==> src/rtl/core/knnmv_pkg.sv <==
`timescale 1ns / 1ps

package knnmv_pkg;

    // label field width, fixed by the word format
    localparam int LBL_W = 6;

    // default sizing
    localparam int NUM_CLASSES_DEF   = 64;
    localparam int MAX_NEIGHBORS_DEF = 64;

    typedef enum logic {
        VOTE_PLAIN = 1'b0,
        VOTE_FOCAL = 1'b1
    } t_vote_mode;

    // one input word as it sits in the compute stage
    typedef struct packed {
        logic [LBL_W-1:0] own_label;
        logic [LBL_W-1:0] neighbor_label;
        logic             neighbor_present;
        logic             last_neighbor;
    } t_item;

    // result of a finished point
    typedef struct packed {
        logic [LBL_W-1:0] new_label;
        logic             relabeled;
    } t_result;

endpackage

==> src/rtl/core/knn_majority_label_vote.sv <==
`timescale 1ns / 1ps

// k-nearest-neighbor label vote
// input words carry one neighbor label each, nearest first, with the focal
// point's own label alongside; i_last_neighbor marks the final word of a point.
// a word is taken when i_in_valid is high and o_in_stall is low; the result
// (new label and relabeled flag) leaves when o_out_valid is high and
// i_out_stall is low. only the marked word produces a result.
// throughput: one word per cycle while o_in_stall is low. each word is a
// read-modify-write of the class tally memory (registered read, write bypass on
// the read side). the result of a marked word is loaded into the output
// register when the word leaves the compute stage.
// the output register decouples the two sides; the input stalls only when a
// marked word is ready to finish while a previous result is still held by
// i_out_stall.
// i_cfg_we writes the vote mode (0 plain majority, 1 focal thresholded); write
// it only while the block is idle.
// reset (synchronous, active low) empties the pipe and the output register,
// clears the per-point state and sets plain majority mode. no clearing pass is
// needed: the tally memory is masked by per-class valid bits.
module knn_majority_label_vote #(
    parameter int NUM_CLASSES   = knnmv_pkg::NUM_CLASSES_DEF,
    parameter int MAX_NEIGHBORS = knnmv_pkg::MAX_NEIGHBORS_DEF
) (
    input  logic                        i_clk,
    input  logic                        i_rst_n,
    // input word channel
    input  logic                        i_in_valid,
    output logic                        o_in_stall,
    input  logic [knnmv_pkg::LBL_W-1:0] i_own_label,
    input  logic [knnmv_pkg::LBL_W-1:0] i_neighbor_label,
    input  logic                        i_neighbor_present,
    input  logic                        i_last_neighbor,
    // result word channel
    output logic                        o_out_valid,
    input  logic                        i_out_stall,
    output logic [knnmv_pkg::LBL_W-1:0] o_new_label,
    output logic                        o_relabeled,
    // mode register
    input  logic                        i_cfg_we,
    input  logic                        i_cfg_wdata
);

    localparam int CLS_W = $clog2(NUM_CLASSES);
    localparam int TAL_W = $clog2(MAX_NEIGHBORS + 1);
    localparam int FS_W  = (MAX_NEIGHBORS > 1) ? $clog2(MAX_NEIGHBORS) : 1;
    localparam int ENT_W = FS_W + TAL_W;

    // mode register
    knnmv_pkg::t_vote_mode r_mode;

    // compute stage: the word whose tally read is in flight
    logic                  r_s_v;
    knnmv_pkg::t_item      r_s_item;

    // output register
    logic                        r_o_v;
    logic [knnmv_pkg::LBL_W-1:0] r_o_label;
    logic                        r_o_relab;

    logic                  accept;
    logic                  stage_go;
    logic                  res_load;
    logic                  wr_en;
    logic [CLS_W-1:0]      wr_addr;
    logic [ENT_W-1:0]      wr_data;
    logic [ENT_W-1:0]      rd_nb;
    logic [ENT_W-1:0]      rd_own;
    knnmv_pkg::t_result    vote_res;

    // a marked word can only finish when the output register frees up
    assign stage_go   = r_s_v && (!r_s_item.last_neighbor || !r_o_v || !i_out_stall);
    assign o_in_stall = r_s_v && !stage_go;
    assign accept     = i_in_valid && !o_in_stall;
    assign res_load   = stage_go && r_s_item.last_neighbor;

    // tally memory: word = {first seen position, count}, read at the
    // neighbor label and at the own label when a word is taken
    knnmv_tally_mem #(
        .DEPTH  (NUM_CLASSES),
        .DATA_W (ENT_W)
    ) u_mem (
        .i_clk     (i_clk),
        .i_we      (wr_en),
        .i_waddr   (wr_addr),
        .i_wdata   (wr_data),
        .i_re      (accept),
        .i_raddr_a (CLS_W'(i_neighbor_label)),
        .i_raddr_b (CLS_W'(i_own_label)),
        .o_rdata_a (rd_nb),
        .o_rdata_b (rd_own)
    );

    // tally update, leader tracking and final decision
    knnmv_vote #(
        .NUM_CLASSES   (NUM_CLASSES),
        .MAX_NEIGHBORS (MAX_NEIGHBORS)
    ) u_vote (
        .i_clk    (i_clk),
        .i_rst_n  (i_rst_n),
        .i_go     (stage_go),
        .i_item   (r_s_item),
        .i_mode   (r_mode),
        .i_rd_nb  (rd_nb),
        .i_rd_own (rd_own),
        .o_we     (wr_en),
        .o_waddr  (wr_addr),
        .o_wdata  (wr_data),
        .o_res    (vote_res)
    );

    always_ff @(posedge i_clk) begin
        if (!i_rst_n) begin
            r_mode <= knnmv_pkg::VOTE_PLAIN;
            r_s_v  <= 1'b0;
            r_o_v  <= 1'b0;
        end else begin
            if (i_cfg_we) begin
                r_mode <= knnmv_pkg::t_vote_mode'(i_cfg_wdata);
            end
            if (accept) begin
                r_s_v <= 1'b1;
            end else if (stage_go) begin
                r_s_v <= 1'b0;
            end
            if (res_load) begin
                r_o_v <= 1'b1;
            end else if (!i_out_stall) begin
                r_o_v <= 1'b0;
            end
        end
    end

    // payload registers
    always_ff @(posedge i_clk) begin
        if (accept) begin
            r_s_item.own_label        <= i_own_label;
            r_s_item.neighbor_label   <= i_neighbor_label;
            r_s_item.neighbor_present <= i_neighbor_present;
            r_s_item.last_neighbor    <= i_last_neighbor;
        end
        if (res_load) begin
            r_o_label <= vote_res.new_label;
            r_o_relab <= vote_res.relabeled;
        end
    end

    assign o_out_valid = r_o_v;
    assign o_new_label = r_o_label;
    assign o_relabeled = r_o_relab;

    // input backpressure only comes from a finished point blocked at the output
    a_stall_cause: assert property (@(posedge i_clk) disable iff (!i_rst_n)
        o_in_stall |-> (r_s_v && r_s_item.last_neighbor && r_o_v && i_out_stall))
        else $error("input stalled without a blocked result");

    // the tally memory is only written by a word that leaves the stage
    a_write_moves: assert property (@(posedge i_clk) disable iff (!i_rst_n)
        wr_en |-> (stage_go && r_s_item.neighbor_present))
        else $error("tally write without a moving word");

    // a finished point reaches the output register on the next edge
    a_result_lands: assert property (@(posedge i_clk) disable iff (!i_rst_n)
        res_load |=> (r_o_v && (o_relabeled == (o_new_label != $past(r_s_item.own_label)))))
        else $error("result missing or relabeled flag inconsistent");

    // a word that is not the last of its point never holds up the pipe
    a_no_hold: assert property (@(posedge i_clk) disable iff (!i_rst_n)
        (r_s_v && !r_s_item.last_neighbor) |=> !$past(o_in_stall))
        else $error("non-final word stalled the input");

endmodule

==> src/rtl/core/knnmv_tally_mem.sv <==
`timescale 1ns / 1ps

module knnmv_tally_mem #(
    parameter int DEPTH  = 64,
    parameter int DATA_W = 13,
    localparam int ADDR_W = $clog2(DEPTH)
) (
    input  logic              i_clk,
    input  logic              i_we,
    input  logic [ADDR_W-1:0] i_waddr,
    input  logic [DATA_W-1:0] i_wdata,
    input  logic              i_re,
    input  logic [ADDR_W-1:0] i_raddr_a,
    input  logic [ADDR_W-1:0] i_raddr_b,
    output logic [DATA_W-1:0] o_rdata_a,
    output logic [DATA_W-1:0] o_rdata_b
);

    logic [DATA_W-1:0] r_mem [DEPTH];
    logic [DATA_W-1:0] r_rd_a;
    logic [DATA_W-1:0] r_rd_b;

    always_ff @(posedge i_clk) begin
        if (i_we) begin
            r_mem[i_waddr] <= i_wdata;
        end
        // read with write bypass, so a word read in the cycle of its update sees it
        if (i_re) begin
            r_rd_a <= (i_we && (i_waddr == i_raddr_a)) ? i_wdata : r_mem[i_raddr_a];
            r_rd_b <= (i_we && (i_waddr == i_raddr_b)) ? i_wdata : r_mem[i_raddr_b];
        end
    end

    assign o_rdata_a = r_rd_a;
    assign o_rdata_b = r_rd_b;

endmodule

==> src/rtl/core/knnmv_vote.sv <==
`timescale 1ns / 1ps

module knnmv_vote #(
    parameter int NUM_CLASSES   = 64,
    parameter int MAX_NEIGHBORS = 64,
    localparam int CLS_W = $clog2(NUM_CLASSES),
    localparam int TAL_W = $clog2(MAX_NEIGHBORS + 1),
    localparam int FS_W  = (MAX_NEIGHBORS > 1) ? $clog2(MAX_NEIGHBORS) : 1,
    localparam int ENT_W = FS_W + TAL_W
) (
    input  logic                   i_clk,
    input  logic                   i_rst_n,
    input  logic                   i_go,
    input  knnmv_pkg::t_item       i_item,
    input  knnmv_pkg::t_vote_mode  i_mode,
    input  logic [ENT_W-1:0]       i_rd_nb,
    input  logic [ENT_W-1:0]       i_rd_own,
    output logic                   o_we,
    output logic [CLS_W-1:0]       o_waddr,
    output logic [ENT_W-1:0]       o_wdata,
    output knnmv_pkg::t_result     o_res
);

    logic [NUM_CLASSES-1:0]          r_valid, n_valid;
    logic [TAL_W-1:0]                r_pos, n_pos, upd_pos;
    logic [TAL_W-1:0]                r_lead_tally, n_lead_tally, upd_lead_tally;
    logic [knnmv_pkg::LBL_W-1:0]     r_lead_class, n_lead_class, upd_lead_class;
    logic [FS_W-1:0]                 r_lead_fs, n_lead_fs, upd_lead_fs;

    logic [CLS_W-1:0]                nb_idx;
    logic [CLS_W-1:0]                own_idx;
    logic                            counted;
    logic                            nb_hit;
    logic                            own_hit;
    logic [TAL_W-1:0]                nb_tally;
    logic [FS_W-1:0]                 nb_fs;
    logic [TAL_W-1:0]                new_tally;
    logic                            take_lead;
    logic [TAL_W-1:0]                own_tally;
    logic [TAL_W:0]                  own_cnt;
    logic [TAL_W+1:0]                two_own;
    logic [TAL_W+1:0]                two_lead;
    logic [TAL_W+1:0]                k_ext;
    logic                            focal_win;
    logic [knnmv_pkg::LBL_W-1:0]     vote_label;

    assign nb_idx  = CLS_W'(i_item.neighbor_label);
    assign own_idx = CLS_W'(i_item.own_label);

    assign counted = i_item.neighbor_present
                  && (32'(i_item.neighbor_label) < NUM_CLASSES)
                  && (32'(r_pos) < MAX_NEIGHBORS);

    // an entry without its valid bit reads as a fresh tally
    assign nb_hit    = r_valid[nb_idx];
    assign nb_tally  = nb_hit ? i_rd_nb[TAL_W-1:0] : '0;
    assign nb_fs     = nb_hit ? i_rd_nb[ENT_W-1:TAL_W] : FS_W'(r_pos);
    assign new_tally = nb_tally + 1'b1;

    assign take_lead = counted
                    && ((new_tally > r_lead_tally)
                     || ((new_tally == r_lead_tally) && (nb_fs < r_lead_fs)));

    assign upd_pos        = counted ? (r_pos + 1'b1) : r_pos;
    assign upd_lead_tally = take_lead ? new_tally : r_lead_tally;
    assign upd_lead_class = take_lead ? i_item.neighbor_label : r_lead_class;
    assign upd_lead_fs    = take_lead ? nb_fs : r_lead_fs;

    // own count includes this word's neighbor when it matches
    assign own_hit   = (32'(i_item.own_label) < NUM_CLASSES) && r_valid[own_idx];
    assign own_tally = (counted && (i_item.neighbor_label == i_item.own_label)) ? new_tally
                     : (own_hit ? i_rd_own[TAL_W-1:0] : '0);
    assign own_cnt   = (TAL_W+1)'(own_tally) + (TAL_W+1)'(1);
    assign two_own   = {own_cnt, 1'b0};
    assign two_lead  = {1'b0, upd_lead_tally, 1'b0};
    assign k_ext     = (TAL_W+2)'(upd_pos);

    // a strict neighbor majority is always the leader
    assign focal_win = (two_lead > k_ext) && (two_own < k_ext)
                    && (upd_lead_class != i_item.own_label);

    always_comb begin
        vote_label = i_item.own_label;
        if (upd_pos != '0) begin
            case (i_mode)
                knnmv_pkg::VOTE_PLAIN: vote_label = upd_lead_class;
                knnmv_pkg::VOTE_FOCAL: vote_label = focal_win ? upd_lead_class
                                                              : i_item.own_label;
                default:               vote_label = i_item.own_label;
            endcase
        end
    end

    assign o_res.new_label = vote_label;
    assign o_res.relabeled = (vote_label != i_item.own_label);

    assign o_we    = i_go && counted;
    assign o_waddr = nb_idx;
    assign o_wdata = {nb_fs, new_tally};

    always_comb begin
        n_valid = r_valid;
        if (counted) begin
            n_valid[nb_idx] = 1'b1;
        end
        n_pos        = upd_pos;
        n_lead_tally = upd_lead_tally;
        n_lead_class = upd_lead_class;
        n_lead_fs    = upd_lead_fs;
        // point done: back to a clean slate
        if (i_item.last_neighbor) begin
            n_valid      = '0;
            n_pos        = '0;
            n_lead_tally = '0;
            n_lead_class = '0;
            n_lead_fs    = '0;
        end
    end

    always_ff @(posedge i_clk) begin
        if (!i_rst_n) begin
            r_valid      <= '0;
            r_pos        <= '0;
            r_lead_tally <= '0;
            r_lead_class <= '0;
            r_lead_fs    <= '0;
        end else if (i_go) begin
            r_valid      <= n_valid;
            r_pos        <= n_pos;
            r_lead_tally <= n_lead_tally;
            r_lead_class <= n_lead_class;
            r_lead_fs    <= n_lead_fs;
        end
    end

endmodule

==> config.mk <==
export PLATFORM = sky130hd
export DESIGN_NAME = knn_majority_label_vote
export DESIGN_NICKNAME = d
export VERILOG_FILES = /design/src/rtl/core/knnmv_pkg.sv /design/src/rtl/core/knn_majority_label_vote.sv /design/src/rtl/core/knnmv_tally_mem.sv /design/src/rtl/core/knnmv_vote.sv
export SDC_FILE = /design/constraint.sdc
export NUM_CORES = 1
export LEC_CHECK = 0
export BUFFER_PORTS_ARGS = -buffer_cell sky130_fd_sc_hd__buf_2
export CAP_MARGIN = 20
export CORE_MARGIN = 3
export CORE_UTILIZATION = 30
export CTS_BUF_LIST = sky130_fd_sc_hd__clkbuf_8
export DETAILED_ROUTE_END_ITERATION = 10
export GPL_ROUTABILITY_DRIVEN = 0
export PLACE_DENSITY = 0.44
export REMOVE_ABC_BUFFERS = 1
export SLEW_MARGIN = 15
export SYNTH_ARGS = -nofsm -noshare
export SYNTH_HDL_FRONTEND = slang
export SYNTH_SLANG_ARGS = --single-unit
==> constraint.sdc <==
create_clock -name i_clk -period 6.5 [get_ports i_clk]
set_input_delay 0.65 -clock i_clk [delete_from_list [all_inputs] [get_ports i_clk]]
set_output_delay 0.65 -clock i_clk [all_outputs]
set_load 0.03 [all_outputs]
After elaboration in Yosys (flattened, before gate mapping) --
Memories as Yosys holds them, arrays and structs flattened. A register that Yosys moved wholly into a read port is not among the register bits. Index checks and enable logic that the tools add are counted.
Storage, ports and cells: flip-flop bits (word level) 121, RAM bits 832, input port bits 20, output and inout bits 9, word-level logic and storage cells 92, memories 1
Cells by class: add/sub/neg operators 3, magnitude comparators 8, eq/ne operators 6, mux-type cells 30, bitwise logic cells 2, reduce and logical (&&, ||, !) cells 27
Memory list:
- u_mem.r_mem | words 64, bits a word 13, rd ports 2, clocked after Yosys merged registers in 1, write ports 1, line knnmv_tally_mem.sv:19 | logic [DATA_W-1:0] r_mem [DEPTH];
Operators by type and width (count):
- 2-to-1 mux 64 bit | 2
- OR 64 bit | 1
- 2-to-1 mux 7 bit | 8
- 2-to-1 mux 6 bit | 7
- adder 7 x 1 -> 7 bit (second input constant) | 2
- < comparator 6 x 7 -> 1 bit (second input constant) | 2
- logical AND 1 bit | 13
- binary-select mux 1 bit (select 6 bit) | 2
- equality test 6 bit | 2
- inequality test 6 bit | 2
- one-hot mux 6 bit (2 select lines) | 1
- < comparator 9 x 7 -> 1 bit | 1
- 2-to-1 mux 1 bit | 9
- adder 7 x 1 -> 8 bit (second input constant) | 1
- greater-than comparator 8 x 7 -> 1 bit | 1
- equality test 7 bit | 1
- greater-than comparator 7 bit | 1
- < comparator 7 bit (second input constant) | 1
- nonzero test 7 bit | 1
- demux 1 bit (select 6 bit) | 1
- >= comparator 6 x 1 -> 1 bit (second input constant) | 1
- < comparator 6 bit | 1
- nonzero test 2 bit | 3
- logical NOT 1 bit | 5
- 4 further kinds | 7

Longest topological paths before layout --
Gate-level depths: netlist (run 1).
depth in word-level cells 16, gate-level depth with buffers 32, depth with buffers taken out 25

Modules after synthesis --
Synthesis (run 1) repeated with hierarchy kept, for this count alone.
Second synthesis, totals: cells, all modules 3075, area, all modules 47011.3 sq um
By module, submodules not included:
- knnmv_tally_mem | instances 1, cells an instance 2347, area an instance 40367.5 sq um, seq. area each 25764.7 sq um
- knnmv_vote | instances 1, cells an instance 693, area an instance 5881.9 sq um, seq. area each 1801.7 sq um
- knn_majority_label_vote | instances 1, cells an instance 35, area an instance 762.0 sq um, seq. area each 690.7 sq um

Worst setup path after synthesis (run 1) --
Ideal clock, no wire load.
path type flip-flop to flip-flop, from register r_s_item[2] in the netlist's numbering, to register r_o_label, in the netlist o_new_label[2], data pin, setup time 0.260 ns, arrival 6.882 ns, required time 6.240 ns, setup slack -0.642 ns, stages on the path, launching flop included 29, buffers on the path 3, clock period less this slack 7.142 ns, cell sequence edfxtp_1 -> buf_6 -> or3b_2 -> a21oi_1 -> o41ai_1 -> o2111ai_1 -> nor3_1 -> nor2_1 -> ha_1 -> a21o_1 -> a21o_1 -> a21oi_1 -> o21ai_0 -> nand2_1 -> a41o_1 -> a31oi_4 -> buf_6 -> buf_2 -> nand2_1 -> o21ai_0 -> ha_1 -> a21o_1 -> a21o_1 -> a211oi_1 -> o21bai_1 -> a21oi_1 -> a211o_1 -> a41o_2 -> mux2_4
RTL lines:
- start, declared | line knn_majority_label_vote.sv:54 | knnmv_pkg::t_item r_s_item;
- end signal, assigned | line knn_majority_label_vote.sv:143 | r_o_label <= vote_res.new_label;
- end, declared | line knn_majority_label_vote.sv:58 | logic [knnmv_pkg::LBL_W-1:0] r_o_label;

==> results of run 1 <==
-- layer usage --
| layer | vias to the layer above | track usage [%] | part of all wire [%] |
|---|---|---|---|
| li1 | 9791 | - | - |
| met1 | 12700 | 24.4 | 44 |
| met2 | 765 | 27.9 | 48 |
| met3 | 207 | 3.57 | 5.8 |
| met4 | 4 | 5.71 | 2.5 |
| met5 | - | 0 | 0.018 |
-- power breakdown --
group          leakage (nW)  total (mW)  internal [mW]  switching, mW
Clock                  1.68        5.09           2.54           2.55
Combinational          5.16        1.13          0.440          0.694
Sequential             8.75        6.89           6.86         0.0314
-- flip-flops by register name (all words and copies together) (netlist names), 7 cells and up --
register,cells
u_mem.o_rdata_b,7
u_vote.r_lead_tally,7
u_mem.r_mem,832
u_vote.r_valid,64
u_vote.r_pos,7
u_mem.o_rdata_a,13
r_s_item,14
-- placed cells by master (no fill, tap or decap), drive strengths merged, types with 7 or more instances in the layout --
cell	instances
mux2i	21
o21ai	23
nand3	20
ha	25
edfxtp	873
nor2b	33
mux4	439
a21oi	83
a21o	7
nand2	55
clkinv	54
o31ai	11
nand3b	11
dfxtp	93
xnor2	16
mux2	17
nor3	11
inv	85
a22oi	26
diode	9
buf	166
clkbuf	174
xor2	20
nand4	8
nor2	158
or3b	7
-- final cells by class --
class | instances | area share, %
inverters | 34 | 0.270
repair buffers | 173 | 2.88
diodes | 9 | 0.0459
clock inverters | 113 | 1.19
well taps | 1890 | 4.82
multi-input cells | 1093 | 28.7
flip-flops and latches | 966 | 57.2
clock buffers | 173 | 4.85
-- per-stage QoR --
step / instances / hold WS (ns)
after floorplan: 2093 / 0.445
after global placement: 4143 / 0.466
after detailed placement: 4147 / 0.473
after CTS: 4439 / 0.103
after global routing: 4446 / 0.134
final: 4451 / 0.208
-- cells by family after synthesis --
logic type	share of synthesized area, %
AO/OA/AOI/OAI	3.36
buffers and inverters	1.82
XOR/XNOR	0.779
flip-flops	65.5
AND/OR/NAND/NOR	3.81
multiplexers	24.0
adder cells (fa/ha/maj)	0.730
-- worst paths after layout --
| check | startpoint | end | slack [ns] | cells past startpoint |
|---|---|---|---|---|
| max | r_s_item[3] | o_new_label[2] | 0.37 | 26 |
| min | i_own_label[5] | r_s_item[13] | 0.21 | 1 |
| min reg2reg | o_out_valid | o_out_valid | 0.48 | 2 |
| max reg2reg | r_s_item[3] | o_new_label[2] | 0.37 | 26 |
-- critical path, cell delays in order, from the launching register on --
cell and delay [ns]:
sky130_fd_sc_hd__edfxtp_1 0.49, sky130_fd_sc_hd__buf_12 0.20, sky130_fd_sc_hd__mux2_2 0.33, sky130_fd_sc_hd__and3_1 0.17, sky130_fd_sc_hd__a211oi_1 0.30, sky130_fd_sc_hd__o22ai_1 0.18
sky130_fd_sc_hd__or3_4 0.46, sky130_fd_sc_hd__buf_4 0.19, sky130_fd_sc_hd__mux2_2 0.29, sky130_fd_sc_hd__ha_1 0.18, sky130_fd_sc_hd__a21o_1 0.15, sky130_fd_sc_hd__a21o_1 0.17
sky130_fd_sc_hd__a21oi_1 0.26, sky130_fd_sc_hd__a211o_1 0.18, sky130_fd_sc_hd__inv_1 0.09, sky130_fd_sc_hd__a31oi_4 0.23, sky130_fd_sc_hd__nand2_1 0.07, sky130_fd_sc_hd__o21ai_0 0.16
sky130_fd_sc_hd__ha_1 0.31, sky130_fd_sc_hd__a21o_1 0.16, sky130_fd_sc_hd__a21o_1 0.17, sky130_fd_sc_hd__a211oi_1 0.22, sky130_fd_sc_hd__o21bai_1 0.12, sky130_fd_sc_hd__a21oi_1 0.16
sky130_fd_sc_hd__a211o_1 0.17, sky130_fd_sc_hd__a41o_2 0.16, sky130_fd_sc_hd__mux2_4 0.30
-- repair_timing --
action	4_1_cts	5_1_grt
endpoints found under the setup margin	0	2
setup buffers	0	2
resized for setup	0	4
hold buffers	6	0
endpoints found under the hold margin	5	0
==> flow_metrics.tcl, run 1 <==
set metrics [dict create \
    status "finished, final reports clean" \
    num_vias 23500 \
    worstMarginPinSlew_ns 1.10 \
    route.detailed.vias_per_inst 5.28 \
    inserted_clock_buffers 167 \
    cts_max_path_buffers 3 \
    ioPinCount 29 \
    clock_latency_ns 0.88 \
    multi_input_area_um2 14100 \
    avgRoutedWirePerCell_um 29.1 \
    final-max-slew-violation-count 0 \
    maxSlewHeadroom_pct 26.3 \
    grt_setup_unrepaired "false" \
    final_core_utilization_pct 34.6 \
    pin_count_of_the_biggest_net_entering_global_routing 71 \
    timing.max_cap.violations 0 \
    hold_viol_final 0 \
    htree_num_levels 4 \
    peakVddDrop_uv 135 \
    cts.reportedPaths.clkPinSlew_ns 0.06 \
    synth.yosys.warnings 0 \
    core_area_um2 142000 \
    most_used_standard_cell_by_instance_count_after_synthesis "sky130_fd_sc_hd__edfxtp_1" \
    synthArstFlopShare_pct 0 \
    grt_overflow_total 0 \
    worst_slack_ns 0.375 \
    synth.distinct_cells 79 \
    dieArea_um2 147000 \
    seqCellArea_um2 28100 \
    avgSynthCellArea_um2 19.1 \
    setup_violation_total_in_the_final_timing_report 0 \
    mappedNetlistArea_um2 42900 \
    portBuffers 28 \
    tns_ns 0 \
    track_usage_pct 17.6 \
    clock-sinks 966 \
    dominantRegCellSynth "sky130_fd_sc_hd__edfxtp_1" \
    grt_antenna_before_repair 14 \
    place_area_um2 46000 \
    syn-instance-count 2246 \
    leakage_nw 15.6 \
    critical_path_required_ns 7.13 \
    final.fill_count 13300 \
    wirelength_um 130000 \
    path_class "reg2reg" \
    die_width_um 384 \
    synth.area.top_cells "sky130_fd_sc_hd__edfxtp_1 61%, sky130_fd_sc_hd__mux4_2 23%, sky130_fd_sc_hd__dfxtp_1 4.3%" \
    grt_first_pass_wirelength_um 185000 \
    chipHeight_um 384 \
    design_power_total_mw 13.1 \
    design_area_um2 49100 \
    place_ws_ns 0.211 \
    worst-endpoint-arrival_ns 6.75 \
    synth.top_cells.by_count "873 x sky130_fd_sc_hd__edfxtp_1, 439 x sky130_fd_sc_hd__mux4_2, 158 x sky130_fd_sc_hd__nor2_1" \
    setup.worst_path.start_class "register" \
    cp-end-kind "register" \
    detailedPlacementHpwl_um 81000 \
    drcViolationCount 0 \
    synth_seq_area_share_pct 65.5 \
    drt_pass1_iterations 5 \
    maximum_fanout_encountered_on_the_critical_timing_path 17 \
    synth_edf_count 873 \
    fin_skew_ns 0.0282 \
    synth_top_cell_area_share_pct 61.2 \
    synth_largest_area_cell "sky130_fd_sc_hd__edfxtp_1" \
    drtIter0Drc 2300 \
    power_per_cell_area_nw_per_um2 267 \
    flow.area_growth_from_synthesis_pct 14.5 \
    holdCritPathClass "in2reg" \
    ant_nets 0 \
    final_net_count 2480 \
    max_clock_freq_mhz 163 \
    grt_pass1_vias 24500 \
    initial_utilization_pct 30.2 \
    cts_tree "built" \
    std_cell_rows 138 \
    timing.final.crit_share_pct 94.2 \
    layout_min_cycle_time_ns 6.13 \
    share_of_post_route_cells_with_drive_strength_above_1_pct 34.1 \
    flip_flop_and_latch_count_after_synthesis 966 \
    clock_tree.root_cell "sky130_fd_sc_hd__clkbuf_8" \
]
(Power assumes the default switching activity.)
==> run 2, diff against run 1 <==
--- a/config.mk
+++ b/config.mk
@@ -12,7 +12,7 @@
 export CTS_BUF_LIST = sky130_fd_sc_hd__clkbuf_8
 export DETAILED_ROUTE_END_ITERATION = 10
 export GPL_ROUTABILITY_DRIVEN = 0
-export PLACE_DENSITY = 0.44
+export PLACE_DENSITY_LB_ADDON = 0.2
 export REMOVE_ABC_BUFFERS = 1
 export SLEW_MARGIN = 15
 export SYNTH_ARGS = -nofsm -noshare
==> flow_metrics.tcl, run 2 (synthesized netlist as in run 1, its figures left out) <==
set metrics [dict create \
    num_vias 23400 \
    tns_ns 0 \
    cp-end-kind "register" \
    track_usage_pct 16.9 \
    clock_tree.root_cell "sky130_fd_sc_hd__clkbuf_8" \
    critical_path.most_common_cell "sky130_fd_sc_hd__a21o_1" \
    timing.reg2reg.worst_path_depth 26 \
    leakage_nw 15.5 \
    seq_power_share_pct 52.5 \
    comb_power_share_pct 8.6 \
    critical_path_buf_inv_count 4 \
    dieArea_um2 147000 \
    setup_violation_total_in_the_final_timing_report 0 \
    wirelength_um 125000 \
    power.clock.fraction_pct 38.9 \
    p_switching_mw 3.25 \
    power_per_cell_area_nw_per_um2 268 \
    ant_nets 0 \
    worstMarginPinSlew_ns 1.18 \
    clock_latency_ns 0.86 \
    htree_num_levels 4 \
    clock-sinks 966 \
    path_delay_family "compound AO/OA/AOI/OAI gates" \
    grt_util_met1_pct 23.2 \
    critical_path.reg2reg.startpoint "r_s_item[2]" \
    pin_count_of_the_biggest_net_entering_global_routing 70 \
    drcViolationCount 0 \
    critical-path-slowest-cell "sky130_fd_sc_hd__edfxtp_1" \
    reg_top3 "u_mem.r_mem (832), u_vote.r_valid (64), r_s_item (14)" \
    die_width_um 384 \
    chipHeight_um 384 \
    timing.final.crit_share_pct 94.6 \
    portBuffers 28 \
    most-common-layout-cells "873 x sky130_fd_sc_hd__edfxtp_1, 439 x sky130_fd_sc_hd__mux4_2, 173 x sky130_fd_sc_hd__clkbuf_8, 131 x sky130_fd_sc_hd__nor2_1, 103 x sky130_fd_sc_hd__buf_4" \
    seqCellArea_um2 28100 \
    initial_utilization_pct 30.2 \
    drt_pass1_iterations 6 \
    worst-endpoint-arrival_ns 6.75 \
    launching_instance_or_port_of_the_critical_path "r_s_item[2]" \
    inserted_clock_buffers 166 \
    timing.max_cap.violations 0 \
    holdCritPathClass "in2reg" \
    final_net_count 2455 \
    grtUsageMet2_pct 27.2 \
    timing.critical_path.depth 26 \
    core_area_um2 142000 \
    final-max-slew-violation-count 0 \
    grt_pass1_vias 24300 \
    cts_tree "built" \
    flow.area_growth_from_synthesis_pct 14.3 \
    layout_min_cycle_time_ns 6.15 \
    ioPinCount 29 \
    max_clock_freq_mhz 163 \
    final.fill_count 13200 \
    grt_overflow_total 0 \
    layout.cells.most_common "sky130_fd_sc_hd__edfxtp_1" \
    gr-max-usage-layer "met2" \
    path_class "reg2reg" \
    multi_input_area_um2 14200 \
    cts.reportedPaths.clkPinSlew_ns 0.05 \
    hold_viol_final 0 \
    detailedPlacementHpwl_um 76600 \
    largest_register_ffs 832 \
    slowest_delay_ns 0.49 \
    switching_share_pct 24.7 \
    maxSlewHeadroom_pct 21.2 \
    fin_skew_ns 0.0347 \
    r2r_slack_ns 0.35 \
    share_of_post_route_cells_with_drive_strength_above_1_pct 34.0 \
    status "finished, final reports clean" \
    grt_antenna_before_repair 8 \
    internal_power_mw 9.88 \
    worst_slack_ns 0.354 \
    grt_setup_unrepaired "false" \
    design_area_um2 49000 \
    std_cell_rows 138 \
    largest_register "u_mem.r_mem" \
    timing.critical_path.to "o_new_label[2]" \
    cts_max_path_buffers 3 \
    place_ws_ns 0.0944 \
    avgRoutedWirePerCell_um 28.2 \
    place_area_um2 45800 \
    final_core_utilization_pct 34.6 \
    setup.worst_path.start_class "register" \
    route.detailed.vias_per_inst 5.27 \
    critical_path_required_ns 7.10 \
    design_power_total_mw 13.1 \
    reg_to_reg_endpoint "o_new_label[2]" \
    drtIter0Drc 2257 \
    maximum_fanout_encountered_on_the_critical_timing_path 20 \
    peakVddDrop_uv 157 \
    groute.layer.met3.usage_pct 3.63 \
    grt_first_pass_wirelength_um 178000 \
]
## run 2: cell count changes in the layout (fill, tap and decap cells not counted), moves of 2 or more
cell	previous run	this run
sky130_fd_sc_hd__nor2_2	9	22
sky130_fd_sc_hd__buf_4	128	103
sky130_fd_sc_hd__nor2_1	144	131
sky130_fd_sc_hd__clkinv_2	18	14
sky130_fd_sc_hd__a21oi_2	0	2
sky130_fd_sc_hd__diode_2	9	4
sky130_fd_sc_hd__a21oi_1	83	81
sky130_fd_sc_hd__inv_1	79	81
sky130_fd_sc_hd__clkinv_1	33	40
## run 2: worst min path at each step
stage | startpoint | slack (ns) | end | depth (start not counted)
after floorplan | u_vote.r_valid[56] | 0.44 | u_vote.r_valid[56] | 2
after global placement | u_vote.r_valid[42] | 0.47 | u_vote.r_valid[42] | 2
after detailed placement | o_out_valid | 0.48 | o_out_valid | 2
after global routing | i_own_label[5] | 0.13 | r_s_item[13] | 1
after CTS | i_own_label[5] | 0.1 | r_s_item[13] | 1
final | i_own_label[5] | 0.24 | r_s_item[13] | 1
## run 2: timing repair
item | 4_1_cts | 5_1_grt
endpoints found under the hold margin | 5 | 0
hold buffers | 6 | 0
buffers inserted | 0 | 3
setup endpoints to repair | 0 | 7
resized for setup | 0 | 10
## run 2: area by class of cell
type                    count  share of cell area [%]
well taps                1890                    4.83
clock inverters           119                    1.28
clock buffers             172                    4.83
repair buffers            149                    2.54
flip-flops and latches    966                    57.3
diodes                      4                  0.0204
multi-input cells        1093                    28.9
inverters                  34                   0.271
## run 2: through the flow
stage               hold WS (ns)  std cells
floorplan                  0.445       2093
global placement           0.470       4120
detailed placement         0.481       4121
CTS                       0.0967       4418
global route               0.130       4426
finish                     0.238       4427
## run 2: metal layers
layer	up-vias	wire length (um)	part of all wire, %
met1	12600	54200	43
met4	2	2640	2.1
li1	9766	-	-
met3	191	7590	6.1
met5	-	10	0.0080
met2	794	60500	48
## run 2: worst reg2reg max path, cell delays in order (launching register included)
cell and delay, ns:
sky130_fd_sc_hd__edfxtp_1 0.49, sky130_fd_sc_hd__buf_6 0.24, sky130_fd_sc_hd__inv_1 0.16, sky130_fd_sc_hd__a31o_1 0.23
sky130_fd_sc_hd__a221oi_1 0.39, sky130_fd_sc_hd__o22ai_1 0.22, sky130_fd_sc_hd__or3_1 0.43, sky130_fd_sc_hd__buf_4 0.22
sky130_fd_sc_hd__mux2_2 0.30, sky130_fd_sc_hd__ha_1 0.20, sky130_fd_sc_hd__a21o_1 0.16, sky130_fd_sc_hd__a21o_1 0.18
sky130_fd_sc_hd__a21oi_2 0.18, sky130_fd_sc_hd__a211o_1 0.16, sky130_fd_sc_hd__inv_1 0.09, sky130_fd_sc_hd__a31oi_4 0.22
sky130_fd_sc_hd__nand2_1 0.07, sky130_fd_sc_hd__o21ai_0 0.16, sky130_fd_sc_hd__ha_1 0.31, sky130_fd_sc_hd__a21o_1 0.17
sky130_fd_sc_hd__a21o_1 0.17, sky130_fd_sc_hd__a211oi_1 0.23, sky130_fd_sc_hd__o21bai_1 0.10, sky130_fd_sc_hd__a21oi_1 0.19
sky130_fd_sc_hd__a211o_1 0.19, sky130_fd_sc_hd__a41o_2 0.17, sky130_fd_sc_hd__mux2_4 0.30
## run 2: power groups by stage
| stage | clock network, mW | logic, mW | registers (mW) |
|---|---|---|---|
| global placement | 0 | 1.11 | 7.02 |
| floorplan | 0 | 0.566 | 7.02 |
| detailed placement | 0 | 1.12 | 7.02 |
| finish | 5.11 | 1.12 | 6.89 |
| CTS | 5.29 | 1.13 | 6.89 |
| global route | 5.56 | 1.20 | 6.89 |
==> run 3, diff against run 2 <==
--- a/config.mk
+++ b/config.mk
@@ -5,6 +5,7 @@
 export SDC_FILE = /design/constraint.sdc
 export NUM_CORES = 1
 export LEC_CHECK = 0
+export ABC_AREA = 1
 export BUFFER_PORTS_ARGS = -buffer_cell sky130_fd_sc_hd__buf_2
 export CAP_MARGIN = 20
 export CORE_MARGIN = 3
==> constraint.sdc (replaced) <==
create_clock -name i_clk -period 6.5 [get_ports i_clk]
set_input_delay 1.3 -clock i_clk [delete_from_list [all_inputs] [get_ports i_clk]]
set_output_delay 1.3 -clock i_clk [all_outputs]
set_load 0.03 [all_outputs]
==> flow_metrics.tcl, run 3 <==
set metrics [dict create \
    status "finished, final reports clean" \
    initial_utilization_pct 30.3 \
    cts_tree "built" \
    power_per_cell_area_nw_per_um2 269 \
    drt_pass1_iterations 6 \
    most-common-layout-cells "878 x sky130_fd_sc_hd__nor2_1, 873 x sky130_fd_sc_hd__edfxtp_1, 795 x sky130_fd_sc_hd__o21ai_0, 363 x sky130_fd_sc_hd__nand2_1, 265 x sky130_fd_sc_hd__o22ai_1" \
    synth.distinct_cells 51 \
    timing.reg2reg.worst_path_depth 35 \
    grt_antenna_before_repair 6 \
    worst_slack_ns 0.706 \
    r2r_slack_ns 0.71 \
    clock_tree.root_cell "sky130_fd_sc_hd__clkbuf_8" \
    dominantRegCellSynth "sky130_fd_sc_hd__edfxtp_1" \
    inserted_clock_buffers 173 \
    ioPinCount 29 \
    design_power_total_mw 13.7 \
    track_usage_pct 21.3 \
    place_ws_ns 0.162 \
    synth_largest_area_cell "sky130_fd_sc_hd__edfxtp_1" \
    dieArea_um2 153000 \
    synth_fa_ha_area_share_pct 0.704 \
    hold_viol_final 0 \
    launching_instance_or_port_of_the_critical_path "r_s_item[3]" \
    drtIter0Drc 4581 \
    setup.worst_path.start_class "register" \
    synth.area.top_cells "sky130_fd_sc_hd__edfxtp_1 59%, sky130_fd_sc_hd__o21ai_0 9.0%, sky130_fd_sc_hd__nor2_1 7.4%" \
    holdCritPathClass "reg2reg" \
    synth_top_family_by_area "compound AO/OA/AOI/OAI gates" \
    drcViolationCount 0 \
    largest_register_ffs 832 \
    grt_first_pass_wirelength_um 241000 \
    avgSynthCellArea_um2 10.1 \
    peakVddDrop_uv 207 \
    std_cell_rows 140 \
    synth_simple_gate_area_share_pct 14.2 \
    clock_latency_ns 0.92 \
    final-instance-count-excl-fill 6479 \
    layout.cells.most_common "sky130_fd_sc_hd__nor2_1" \
    grt_overflow_total 0 \
    min_path_cells 2 \
    fin_skew_ns 0.0785 \
    hold_start "u_vote.r_lead_fs[2]" \
    design_area_um2 50900 \
    tns_ns 0 \
    synth.top_cells.by_count "879 x sky130_fd_sc_hd__nor2_1, 873 x sky130_fd_sc_hd__edfxtp_1, 799 x sky130_fd_sc_hd__o21ai_0" \
    clock-sinks 966 \
    met3WireLength_um 14800 \
    core_area_um2 146000 \
    reg_to_reg_endpoint "o_new_label[2]" \
    critical-path-slowest-cell "sky130_fd_sc_hd__edfxtp_1" \
    worstHoldEndpoint "u_vote.r_lead_fs[2]" \
    slowest_delay_ns 0.48 \
    wirelength_um 166000 \
    critical_path.reg2reg.startpoint "r_s_item[3]" \
    worstMarginPinSlew_ns 1.04 \
    cp-end-kind "register" \
    maxSlewHeadroom_pct 30.5 \
    portBuffers 28 \
    final-max-slew-violation-count 0 \
    layout_min_cycle_time_ns 5.79 \
    synth_compound_area_share_pct 17.5 \
    synthArstFlopShare_pct 0 \
    route.detailed.vias_per_inst 5.58 \
    place_area_um2 47500 \
    detailroute.wirelength.met2_um 73600 \
    hold_slack_ns 0.463 \
    detailedPlacementHpwl_um 96500 \
    final_net_count 4454 \
    leakage_nw 17.3 \
    synth.yosys.warnings 0 \
    synth_edf_count 873 \
    pin_count_of_the_biggest_net_entering_global_routing 158 \
    critical_path_required_ns 7.11 \
    syn-instance-count 4379 \
    dp.cells 6144 \
    avgRoutedWirePerCell_um 25.7 \
    grt_pass1_vias 34000 \
    synth_top_cell_area_share_pct 59.0 \
    largest_register "u_mem.r_mem" \
    highest-signal-layer "met5" \
    ant_nets 0 \
    num_vias 36200 \
    final_core_utilization_pct 34.8 \
    share_of_post_route_cells_with_drive_strength_above_1_pct 12.1 \
    path_delay_family "simple AND/OR/NAND/NOR gates" \
    critical_path.most_common_cell "sky130_fd_sc_hd__nand2_1" \
    critical_path_buf_inv_count 2 \
    maximum_fanout_encountered_on_the_critical_timing_path 22 \
    reg_top3 "u_mem.r_mem (832), u_vote.r_valid (64), r_s_item (14)" \
    timing.final.crit_share_pct 89.1 \
    cts.reportedPaths.clkPinSlew_ns 0.06 \
    detail_route.wirelength.met1_um 72100 \
    grt_setup_unrepaired "false" \
    mux_share_of_post_synthesis_cell_area_pct 0.0253 \
    flow.area_growth_from_synthesis_pct 14.6 \
    htree_num_levels 4 \
    worst-endpoint-arrival_ns 6.40 \
    most_used_standard_cell_by_instance_count_after_synthesis "sky130_fd_sc_hd__nor2_1" \
    synth_seq_area_share_pct 63.2 \
    mappedNetlistArea_um2 44400 \
    synthXorXnorAreaFrac_pct 0.197 \
    max_clock_freq_mhz 173 \
    path_class "reg2reg" \
    timing.max_cap.violations 0 \
    chipHeight_um 391 \
    die_width_um 391 \
    flip_flop_and_latch_count_after_synthesis 966 \
    cts_max_path_buffers 3 \
    setup_violation_total_in_the_final_timing_report 0 \
]
[run 3: cell count changes in the layout (fill, tap and decap cells not counted), moves of 39 or more]
cell and delta:
sky130_fd_sc_hd__a31oi_1 +48, sky130_fd_sc_hd__buf_4 +46, sky130_fd_sc_hd__inv_1 +88, sky130_fd_sc_hd__mux4_2 -439, sky130_fd_sc_hd__nand2_1 +310, sky130_fd_sc_hd__nand3_1 +155
sky130_fd_sc_hd__nor2_1 +747, sky130_fd_sc_hd__nor3_2 +39, sky130_fd_sc_hd__o21ai_0 +772, sky130_fd_sc_hd__o221ai_1 +98, sky130_fd_sc_hd__o22ai_1 +263
[run 3: layout make-up]
cell class	count	area (um^2)
fillers	14600	95500
flip-flops and latches	966	28100
multi-input cells	2937	15000
clock buffers	181	2490
well taps	1917	2400
repair buffers	187	1510
clock inverters	142	813
inverters	144	573
diodes	5	12.5
[run 3: cell families after synthesis]
kind of cell / after synthesis
XOR/XNOR: 10
adder cells (fa/ha/maj): 25
flip-flops: 966
buffers and inverters: 476
AO/OA/AOI/OAI: 1368
multiplexers: 1
AND/OR/NAND/NOR: 1533
[run 3: worst max-delay path by stage]
stage | to | slack, ns | cells after the start
after floorplan | o_new_label[0] | -1.61 | 36
after global placement | o_new_label[2] | 0.27 | 35
after detailed placement | o_new_label[2] | 0.16 | 35
after CTS | o_new_label[2] | 0.11 | 35
after global routing | o_new_label[5] | 0.12 | 35
final | o_new_label[2] | 0.71 | 35
[run 3: power breakdown]
group / internal (mW) / total, mW / switching (mW)
clock network: 2.81 / 5.52 / 2.71
logic: 0.317 / 1.35 / 1.03
registers: 6.81 / 6.84 / 0.0264
[run 3: repair_timing]
| action | CTS | global route |
|---|---|---|
| endpoints found under the setup margin | 0 | 7 |
| hold buffers | 0 | 0 |
| setup buffers | 0 | 6 |
| resized for setup | 0 | 2 |
[run 3: worst reg2reg max path, delay by kind of cell, from the launching register on]
kind,cells,cell delay [ns]
simple gates,21,2.63
compound gates,10,1.48
fa+ha+maj,2,0.62
flops,1,0.48
buf+inv,2,0.30
[run 3: layer usage]
layer  up-vias  track usage (%)
met5         -                0
met4         2             8.22
met3       315             4.06
met2      1795             32.4
met1     18000             30.1
li1      16100                -
